$ cat config.mk
export PLATFORM = sky130hd
export DESIGN_NAME = sbus_frame_decoder_unit
export DESIGN_NICKNAME = d
export VERILOG_FILES = /design/src/rtl/sbfd_pkg.sv /design/src/rtl/sbfd_front.sv /design/src/rtl/sbfd_queue.sv /design/src/rtl/sbfd_back.sv /design/src/rtl/sbus_frame_decoder_unit.sv
export SDC_FILE = /design/constraint.sdc
export NUM_CORES = 1
export LEC_CHECK = 0
export ABC_AREA = 1
export CORE_ASPECT_RATIO = 1.2
export CORE_MARGIN = 3
export CORE_UTILIZATION = 65
export CTS_CLUSTER_SIZE = 12
export DETAILED_ROUTE_END_ITERATION = 10
export DONT_BUFFER_PORTS = 1
export PLACE_DENSITY = 0.89
export SYNTH_ARGS = -nofsm -noshare
export SYNTH_HDL_FRONTEND = slang
export SYNTH_SLANG_ARGS = --single-unit
$ cat constraint.sdc
create_clock -name clk -period 30.6 [get_ports clk]
set_input_delay 3.06 -clock clk [delete_from_list [all_inputs] [get_ports clk]]
set_output_delay 3.06 -clock clk [all_outputs]
set_load 0.1 [all_outputs]
$ cat src/rtl/sbfd_pkg.sv
// ---------------------------------------------------------------------------
// sbfd_pkg
// Shared constants and types for the sbus frame decoder.
// ---------------------------------------------------------------------------
package sbfd_pkg;

  localparam int CHANNEL_COUNT = 16;
  localparam int CHANNEL_BITS  = 11;
  localparam int INDEX_BITS    = 4;
  localparam int FRAME_LEN     = 25;
  localparam int PAYLOAD_LEN   = 22;
  localparam int PAYLOAD_BITS  = PAYLOAD_LEN * 8;
  localparam int POS_BITS      = 5;
  localparam int QUEUE_DEPTH   = 2;

  localparam logic [7:0] HEADER_BYTE = 8'h0F;
  localparam logic [7:0] END_BYTE    = 8'h00;

  localparam logic [POS_BITS-1:0] POS_HEADER = POS_BITS'(0);
  localparam logic [POS_BITS-1:0] POS_LAST_PAYLOAD = POS_BITS'(PAYLOAD_LEN);
  localparam logic [POS_BITS-1:0] POS_END = POS_BITS'(FRAME_LEN - 1);
  localparam logic [POS_BITS-1:0] POS_DONE = POS_BITS'(FRAME_LEN);

  typedef logic [PAYLOAD_BITS-1:0] payload_t;

  typedef struct packed {
    logic full;
    logic empty;
  } queue_status_t;

endpackage

$ cat src/rtl/sbfd_front.sv
// ---------------------------------------------------------------------------
// sbfd_front
// Tracks the byte position in a frame, checks header and end byte and
// collects the payload; pushes a payload snapshot for each good frame.
// ---------------------------------------------------------------------------
module sbfd_front (
  input  logic                  clk,
  input  logic                  rst,
  input  logic                  byte_valid,
  output logic                  byte_stall,
  input  logic [7:0]            rx_byte,
  input  logic                  frame_start,
  input  sbfd_pkg::queue_status_t q_status,
  output logic                  push,
  output sbfd_pkg::payload_t    push_data
);

  logic [sbfd_pkg::POS_BITS-1:0] byte_position;
  logic [sbfd_pkg::POS_BITS-1:0] pos_cur;
  logic                          header_seen;
  logic [7:0]                    payload_store [sbfd_pkg::PAYLOAD_LEN];
  logic                          accept;

  // an end byte can only go forward when the queue has room
  assign byte_stall = q_status.full && (byte_position == sbfd_pkg::POS_END);
  assign accept     = byte_valid && !byte_stall;
  assign pos_cur    = frame_start ? sbfd_pkg::POS_HEADER : byte_position;

  assign push = accept && (pos_cur == sbfd_pkg::POS_END) && header_seen &&
                (rx_byte == sbfd_pkg::END_BYTE);

  always_comb begin
    for (int i = 0; i < sbfd_pkg::PAYLOAD_LEN; i++) begin
      push_data[i*8 +: 8] = payload_store[i];
    end
  end

  always_ff @(posedge clk) begin
    if (rst) begin
      byte_position <= sbfd_pkg::POS_HEADER;
      header_seen   <= 1'b0;
    end else if (accept && (pos_cur != sbfd_pkg::POS_DONE)) begin
      if (pos_cur == sbfd_pkg::POS_HEADER) begin
        header_seen <= (rx_byte == sbfd_pkg::HEADER_BYTE);
      end
      byte_position <= pos_cur + 1'b1;
    end else if (accept) begin
      // past the frame: position parks at the done value
      byte_position <= sbfd_pkg::POS_DONE;
    end
  end

  always_ff @(posedge clk) begin
    if (accept && (pos_cur != sbfd_pkg::POS_HEADER) &&
        (pos_cur <= sbfd_pkg::POS_LAST_PAYLOAD)) begin
      payload_store[pos_cur - 1'b1] <= rx_byte;
    end
  end

  assert property (@(posedge clk) disable iff (rst)
    byte_position <= sbfd_pkg::POS_DONE)
    else $error("byte position beyond frame");

  assert property (@(posedge clk) disable iff (rst)
    push |-> !q_status.full)
    else $error("push into full queue");

  assert property (@(posedge clk) disable iff (rst)
    (accept && frame_start) |=> (byte_position == sbfd_pkg::POS_HEADER + 1'b1))
    else $error("frame start did not restart position");

endmodule

$ cat src/rtl/sbfd_queue.sv
// ---------------------------------------------------------------------------
// sbfd_queue
// Two-entry queue of frame payloads between front and back.
// ---------------------------------------------------------------------------
module sbfd_queue (
  input  logic                    clk,
  input  logic                    rst,
  input  logic                    push,
  input  sbfd_pkg::payload_t      push_data,
  input  logic                    pop,
  output sbfd_pkg::payload_t      pop_data,
  output sbfd_pkg::queue_status_t status
);

  localparam int PtrBits = $clog2(sbfd_pkg::QUEUE_DEPTH);

  sbfd_pkg::payload_t   entries [sbfd_pkg::QUEUE_DEPTH];
  logic [PtrBits-1:0]   wr_ptr;
  logic [PtrBits-1:0]   rd_ptr;
  logic [PtrBits:0]     count;

  assign status.full  = (count == (PtrBits+1)'(sbfd_pkg::QUEUE_DEPTH));
  assign status.empty = (count == '0);
  assign pop_data     = entries[rd_ptr];

  always_ff @(posedge clk) begin
    if (rst) begin
      wr_ptr <= '0;
      rd_ptr <= '0;
      count  <= '0;
    end else begin
      if (push) begin
        wr_ptr <= (wr_ptr == PtrBits'(sbfd_pkg::QUEUE_DEPTH - 1)) ? '0 : wr_ptr + 1'b1;
      end
      if (pop) begin
        rd_ptr <= (rd_ptr == PtrBits'(sbfd_pkg::QUEUE_DEPTH - 1)) ? '0 : rd_ptr + 1'b1;
      end
      if (push && !pop) begin
        count <= count + 1'b1;
      end else if (pop && !push) begin
        count <= count - 1'b1;
      end
    end
  end

  always_ff @(posedge clk) begin
    if (push) begin
      entries[wr_ptr] <= push_data;
    end
  end

  assert property (@(posedge clk) disable iff (rst)
    pop |-> !status.empty)
    else $error("pop from empty queue");

  assert property (@(posedge clk) disable iff (rst)
    (push && !pop) |=> (count == $past(count) + 1'b1))
    else $error("queue count lost a push");

  assert property (@(posedge clk) disable iff (rst)
    count <= (PtrBits+1)'(sbfd_pkg::QUEUE_DEPTH))
    else $error("queue count overflow");

endmodule

$ cat src/rtl/sbfd_back.sv
// ---------------------------------------------------------------------------
// sbfd_back
// Unpacks one queued payload into channel results, 11 bits per transfer,
// through a shift register and an output register.
// ---------------------------------------------------------------------------
module sbfd_back (
  input  logic                                clk,
  input  logic                                rst,
  input  sbfd_pkg::queue_status_t             q_status,
  output logic                                pop,
  input  sbfd_pkg::payload_t                  pop_data,
  output logic                                channel_valid,
  input  logic                                channel_stall,
  output logic [sbfd_pkg::INDEX_BITS-1:0]     channel_index,
  output logic [sbfd_pkg::CHANNEL_BITS-1:0]   channel_value,
  output logic                                last_channel
);

  localparam logic [sbfd_pkg::INDEX_BITS-1:0] LastIndex =
    sbfd_pkg::INDEX_BITS'(sbfd_pkg::CHANNEL_COUNT - 1);

  logic                              busy;
  sbfd_pkg::payload_t                shreg;
  logic [sbfd_pkg::INDEX_BITS-1:0]   ch;
  logic                              advance;

  assign advance = busy && (!channel_valid || !channel_stall);
  assign pop     = !busy && !q_status.empty;

  always_ff @(posedge clk) begin
    if (rst) begin
      busy          <= 1'b0;
      ch            <= '0;
      channel_valid <= 1'b0;
    end else begin
      if (pop) begin
        busy <= 1'b1;
        ch   <= '0;
      end else if (advance) begin
        ch <= ch + 1'b1;
        if (ch == LastIndex) begin
          busy <= 1'b0;
        end
      end
      if (advance) begin
        channel_valid <= 1'b1;
      end else if (channel_valid && !channel_stall) begin
        channel_valid <= 1'b0;
      end
    end
  end

  always_ff @(posedge clk) begin
    if (pop) begin
      shreg <= pop_data;
    end else if (advance) begin
      shreg <= shreg >> sbfd_pkg::CHANNEL_BITS;
    end
    if (advance) begin
      channel_index <= ch;
      channel_value <= shreg[sbfd_pkg::CHANNEL_BITS-1:0];
      last_channel  <= (ch == LastIndex);
    end
  end

  assert property (@(posedge clk) disable iff (rst)
    $rose(busy) |-> (ch == '0))
    else $error("frame unpack did not start at channel 0");

  assert property (@(posedge clk) disable iff (rst)
    (channel_valid && last_channel) |-> (channel_index == LastIndex))
    else $error("last channel flag on wrong index");

  assert property (@(posedge clk) disable iff (rst)
    (advance && (ch == LastIndex)) |=> !busy)
    else $error("unpack ran past last channel");

endmodule

$ cat src/rtl/sbus_frame_decoder_unit.sv
// ---------------------------------------------------------------------------
// sbus_frame_decoder_unit
// Decodes 25-byte sbus frames into 16 channel results of 11 bits each.
// ---------------------------------------------------------------------------
// after the end byte, a frame passes the queue, shift register and output register
// throughput: one byte per cycle unless stalled; a good frame yields one channel per
//   cycle when not stalled, 16 in a row, from the back unpacker fed by a two-frame queue
// bytes stall only at the end byte position while the queue is full
// synchronous reset clears position, header flag, queue and output valid
module sbus_frame_decoder_unit (
  input  logic                                clk,
  input  logic                                rst,
  input  logic                                byte_valid,
  output logic                                byte_stall,
  input  logic [7:0]                          rx_byte,
  input  logic                                frame_start,
  output logic                                channel_valid,
  input  logic                                channel_stall,
  output logic [sbfd_pkg::INDEX_BITS-1:0]     channel_index,
  output logic [sbfd_pkg::CHANNEL_BITS-1:0]   channel_value,
  output logic                                last_channel
);

  sbfd_pkg::queue_status_t q_status;
  sbfd_pkg::payload_t      push_data;
  sbfd_pkg::payload_t      pop_data;
  logic                    push;
  logic                    pop;

  sbfd_front u_front (
    .clk         (clk),
    .rst         (rst),
    .byte_valid  (byte_valid),
    .byte_stall  (byte_stall),
    .rx_byte     (rx_byte),
    .frame_start (frame_start),
    .q_status    (q_status),
    .push        (push),
    .push_data   (push_data)
  );

  sbfd_queue u_queue (
    .clk       (clk),
    .rst       (rst),
    .push      (push),
    .push_data (push_data),
    .pop       (pop),
    .pop_data  (pop_data),
    .status    (q_status)
  );

  sbfd_back u_back (
    .clk           (clk),
    .rst           (rst),
    .q_status      (q_status),
    .pop           (pop),
    .pop_data      (pop_data),
    .channel_valid (channel_valid),
    .channel_stall (channel_stall),
    .channel_index (channel_index),
    .channel_value (channel_value),
    .last_channel  (last_channel)
  );

endmodule

[Word level (Yosys, flattened, before mapping)]
Memory sizes are Yosys's and may differ from the RTL's. A register that Yosys moved wholly into a read port is not among the register bits.
Index checks and enable logic that the tools add are counted.
Operators by class
  $add $sub $neg: 7
  order comparisons: 1
  equality and inequality tests: 6
  mux-type cells: 20
  reduce and logical (&&, ||, !) cells: 33
Operators with widths (number)
  176-bit 2-to-1 mux: 2
  5-bit 2-to-1 mux: 3
  1-bit logical AND: 13
  1-bit 2-to-1 mux: 13
  5-bit == test, second input constant: 2
  2-bit nonzero test: 5
  8-bit by 4-bit == test with 1-bit output, second input constant: 1
  8-bit logical NOT: 1
  1-bit logical NOT: 7
  5-bit by 1-bit adder with 5-bit output, second input constant: 1
  5-bit <= comparator, second input constant: 1
  5-bit logical NOT: 1
  5-bit inequality test, second input constant: 1
  5-bit nonzero test: 1
  5-bit by 1-bit subtractor with 5-bit output, second input constant: 1
  4-bit by 1-bit adder with 4-bit output, second input constant: 1
  4-bit == test, second input constant: 1
  2-bit 2-to-1 mux: 2
  2-bit AND reduction: 2
  1-bit adder, second input constant: 2
  2-bit by 1-bit adder with 2-bit output, second input constant: 1
  2-bit == test, second input constant: 1
  2-bit logical NOT: 1
  2-bit OR reduction: 1
  other kinds (2): 2
Storage, ports and cells
  register bits after elaboration: 208
  RAM bits: 528
  input bits: 13
  word-level logic and storage cells: 81
  memories kept: 2
Memories
  u_queue.entries: words 2, bits a word 176, rd ports 1, clocked after Yosys merged registers in 1, wr ports 1, line sbfd_queue.sv:17  | sbfd_pkg::payload_t entries [sbfd_pkg::QUEUE_DEPTH];
  u_front.payload_store: words 22, bits a word 8, rd ports 22, clocked after Yosys merged registers in 0, wr ports 1, line sbfd_front.sv:21  | logic [7:0] payload_store [sbfd_pkg::PAYLOAD_LEN];

[Longest topological paths before layout]
  depth in word-level cells: 11
  gate-level depth with buffers: 14
  mapped depth without buffers: 14

[Modules after synthesis]
Synthesis repeated with hierarchy kept, for this count alone.
Unflattened totals
  cell total of the unflattened synthesis: 1663
  area, all modules: 27820.4 um^2
Modules (own cells, without submodules)
  sbfd_queue: instances 1, cells an instance 581, area an instance 13510.5 um^2, seq. area each 10670.2 um^2
  sbfd_back: instances 1, cells an instance 785, area an instance 8191.6 um^2, seq. area each 5885.6 um^2
  sbfd_front: instances 1, cells an instance 297, area an instance 6118.4 um^2, seq. area each 5405.2 um^2

[Least setup slack after synthesis]
OpenSTA, ideal clock, no wires.
  path type: input port to flip-flop
  start point: input port frame_start
  end point: memory u_queue.entries[0][0] (netlist name), enable pin
  arrival: 11.280 ns
  setup slack: 18.606 ns
  stages: 9
  path buffers: 0
  path through: inv_2 nand2_1 ha_1 nand2_1 nor2_1 nand2_1 nor2_1 nand2_1 nor2_1
Between the ends
  word-level cells in the longest chain between the ends: 7
RTL lines
  start: declaration: line sbus_frame_decoder_unit.sv:16  | input logic frame_start,
  5-bit 2-to-1 mux: line sbfd_front.sv:27  | assign pos_cur = frame_start ? sbfd_pkg::POS_HEADER : byte_position;
  5-bit == test: line sbfd_front.sv:29  | assign push = accept && (pos_cur == sbfd_pkg::POS_END) && header_seen &&
  1-bit logical AND (3 in series): line sbfd_front.sv:29
  1-bit 2-to-1 mux: line sbfd_queue.sv:47  | if (push) begin
  1-bit 2-to-1 mux (implied by the code): line sbfd_queue.sv:48  | entries[wr_ptr] <= push_data;
  end: declaration: line sbfd_queue.sv:17
No other way between the ends.

[Final worst setup path]
  start point: input port frame_start
  end point: memory u_queue.entries[0][174] (netlist name), enable pin
The elaborated chain is that of the path after synthesis.

==> results.md <==
* Status: finished, final reports clean
* DRC violations left at 0
* Mapped Area at 27200 um2
* Yosys cell types at 30
* Die Area at 44400 um2
* Max Cap Viol at 0
* First-pass GRT wire length at 86900 um
* Worst Path Max Fanout at 64
* Starting density of the core at 66.3%
* CP max stage cell: buf_4
* Worst VDD drop at 0.166 mV
* CTS buffer count at 72
* Critical Path AT at 6.35 ns
* Vias/cell at 6.13
* Iter 0 DRT Violations at 1957
* Routed len/inst at 23.6 um
* Top-Level Pins at 31
* Slew headroom at 19.9%
* Worst-margin pin slew at 1.20 ns
* Final Hold Viols at 0
* Min Clock Period, post-route at 6.15 ns
* Root Buffer: clkbuf_16
* Worst EP required at 30.80 ns
* Synthesized flop and latch total at 737
* Die Ht at 230 um
* Syn. warnings at 0
* Post-CTS Resized at 0
* Vias at 14900
* Share of cells above drive strength 1 at 6.93%
* RSZ-0062 raised after global routing: false
* Layout area overhead at 8.49%
* CTS tree: done
* Fillers at 2175
* Worst skew pair latency at 0.60 ns
* Fmax at 0.163 GHz
* Worst r2r path cells at 10
* Site Rows at 81
* Crit-path max cell delay at 0.78 ns
* Period utilization at 20.1%
* Setup bufs post-CTS at 0
* GR Overflow Total at 0
* First drt pass iteration count at 6
* Total wire length at 57400 um
* Worst Path Class, Setup: in2reg
* Net Count, Synth at 1879
* Core ar. at 41000 um2
* Setup crit start kind: input pin
* CTS clk-pin slew, worst paths at 0.06 ns
* Fin nets at 1887
* Die width at 193 um
* Most used cell, CP: nand2_1
* Tot GR Track Use at 26.5%
* Hold Path Depth at 0
* Cell Pwr Density at 99.4 nW/um2
* Synthesized area per cell at 14.7 um2
* Worst Clk Skew at 0.0344 ns
* Syn Inst Count at 1857
* Layout Cells excl Fill at 2429
* Vias in the first global route at 15000
* Clock Tree Buf Depth at 3
* Largest net degree at the start of global routing at 253
* Routability Congestion at 0.856
* Antenna Violating Nets Remaining at 0
* Max Slew Vio Count at 0
* Final setup viols at 0
* Hold buffers post-CTS at 0
* Post-synthesis sequential area ratio at 80.7%
* Critical Path Sink Type: flip-flop
* IO Port Bufs at 0
* Post-DP HPWL at 30000 um
* Setup TNS Final at 0 ns
* Placed cells at 2330
* Leakage power at 10.5 nW
* Initial antenna violation count at 0
* H-tree depth at 3
* Clock sink count at 737
* Worst-path cell chain: inv_2 > nand2_1 > ha_1 > nand2_1 > nor2_1 > nand2_1 > nor2_1 > nand2_1 > nor2_4 > buf_4 > buf_4
* Worst hold path class: reg2reg
[Yosys cell counts]
master	number	area share (%)
edfxtp_1	720	79
nand2_1	371	5.1
inv_1	206	2.8
o21ai_1	176	3.2
o21ai_0	166	3.1
nor2_1	48	0.66
clkbuf_1	27	0.37
buf_4	18	0.50
dfxtp_1	17	1.3
buf_6	15	0.62
buf_2	13	0.24
mux2_4	11	0.61
a21oi_1	9	0.17
ha_1	9	0.41
nand3_2	9	0.33
nand3_1	7	0.13
inv_2	6	0.083
xor2_1	5	0.16
nand2_2	4	0.092
nand4_1	3	0.069
nor2_2	3	0.069
nor2_4	3	0.12
nand3b_1	2	0.055
nor3_1	2	0.037
xor2_2	2	0.12
a211oi_1	1	0.028
a31oi_1	1	0.023
buf_1	1	0.014
buf_8	1	0.055
o21ai_4	1	0.060
[sequential cells by signal, indices dropped and copies added, names as in the netlist, 2 cells and up, named ones only]
name / flops
u_queue.entries: 352
u_back.shreg: 176
u_front.payload_store: 176
u_back.channel_value: 11
u_front.byte_position: 5
u_back.ch: 4
u_back.channel_index: 4
u_queue.count: 2
[metrics by stage]
stage	worst slack, ns	total power (W)	hold WS (ns)	util (%)	area [um2]
floorplan	18.61	0.00198	0.400	-	27200
global route	24.25	0.00305	0.437	71.9	29500
finish	24.45	0.00293	0.422	71.9	29500
CTS	24.51	0.00293	0.423	71.9	29500
detailed placement	23.93	0.00212	0.409	67.0	27500
global placement	24.12	0.00207	0.405	67.0	27500
[metal layers]
| layer | up-vias | part of all wire, % | GRT usage [%] |
|---|---|---|---|
| li1 | 6470 | - | - |
| met1 | 7260 | 35 | 33.7 |
| met2 | 1004 | 53 | 45.2 |
| met3 | 163 | 8.8 | 4.42 |
| met4 | 0 | 3.8 | 11.8 |
| met5 | - | 0 | 0 |
[report_power, final]
group          internal [W]  switching, W  total, W
Combinational      0.000154      0.000484  0.000638
Sequential          0.00138      0.000131   0.00151
Clock              0.000444      0.000342  0.000786
Total               0.00198      0.000957   0.00293
[cell usage in the layout, fill, tap and decap left out, drive strengths merged]
| cell | netlist | layout |
|---|---|---|
| edfxtp | 720 | 720 |
| nand2 | 375 | 375 |
| o21ai | 343 | 343 |
| inv | 212 | 213 |
| clkbuf | 27 | 94 |
| nor2 | 54 | 54 |
| dfxtp | 17 | 17 |
| nand3 | 16 | 16 |
| mux2 | 11 | 11 |
| a21oi | 9 | 9 |
| ha | 9 | 9 |
| buf | 48 | 9 |
| xor2 | 7 | 7 |
| nand4 | 3 | 3 |
| clkinv | 0 | 3 |
| nor3 | 2 | 2 |
| nand3b | 2 | 2 |
| diode | 0 | 1 |
| a31oi | 1 | 1 |
| a211oi | 1 | 1 |
[path summary, 6_finish.rpt]
kind	start	endpoint	slack, ns
worst max-delay path	frame_start	u_queue.entries[0][174]	24.45
worst min-delay path	u_back.shreg[7]	u_back.channel_value[7]	0.42
worst max register to register	u_front.byte_position[1]	u_queue.entries[0][174]	26.60
worst min register to register	u_back.shreg[7]	u_back.channel_value[7]	0.42
[cell type report]
type	instances	area (um2)	area share, %
clock inverter	4	47.5	0.161
sequential	737	22000	74.4
multi-input combinational	833	3980	13.5
timing repair buffer	9	92.6	0.314
antenna	1	2.50	0.00848
inverter	212	801	2.71
tap	539	674	2.28
clock buffer	94	1960	6.63
[cell families (layout without fill, tap and decap cells)]
family          Yosys count  in the layout  share of synthesized area [%]
buf+inv                 287            319                           4.72
fa+ha+maj                 9              9                          0.414
mux                      11             11                          0.607
flops                   737            737                           80.7
other cells               0              1                              0
xor+xnor                  7              7                          0.281
simple gates            452            452                           6.69
compound gates          354            354                           6.57
[worst max-delay path: cells and delay by family]
kind	cells	cell delay, ns
and+or+nand+nor	7	1.51
adders and majority gates	1	0.37
buffers and inverters	3	1.35
Note: power is estimated with default switching activity, not from simulation.
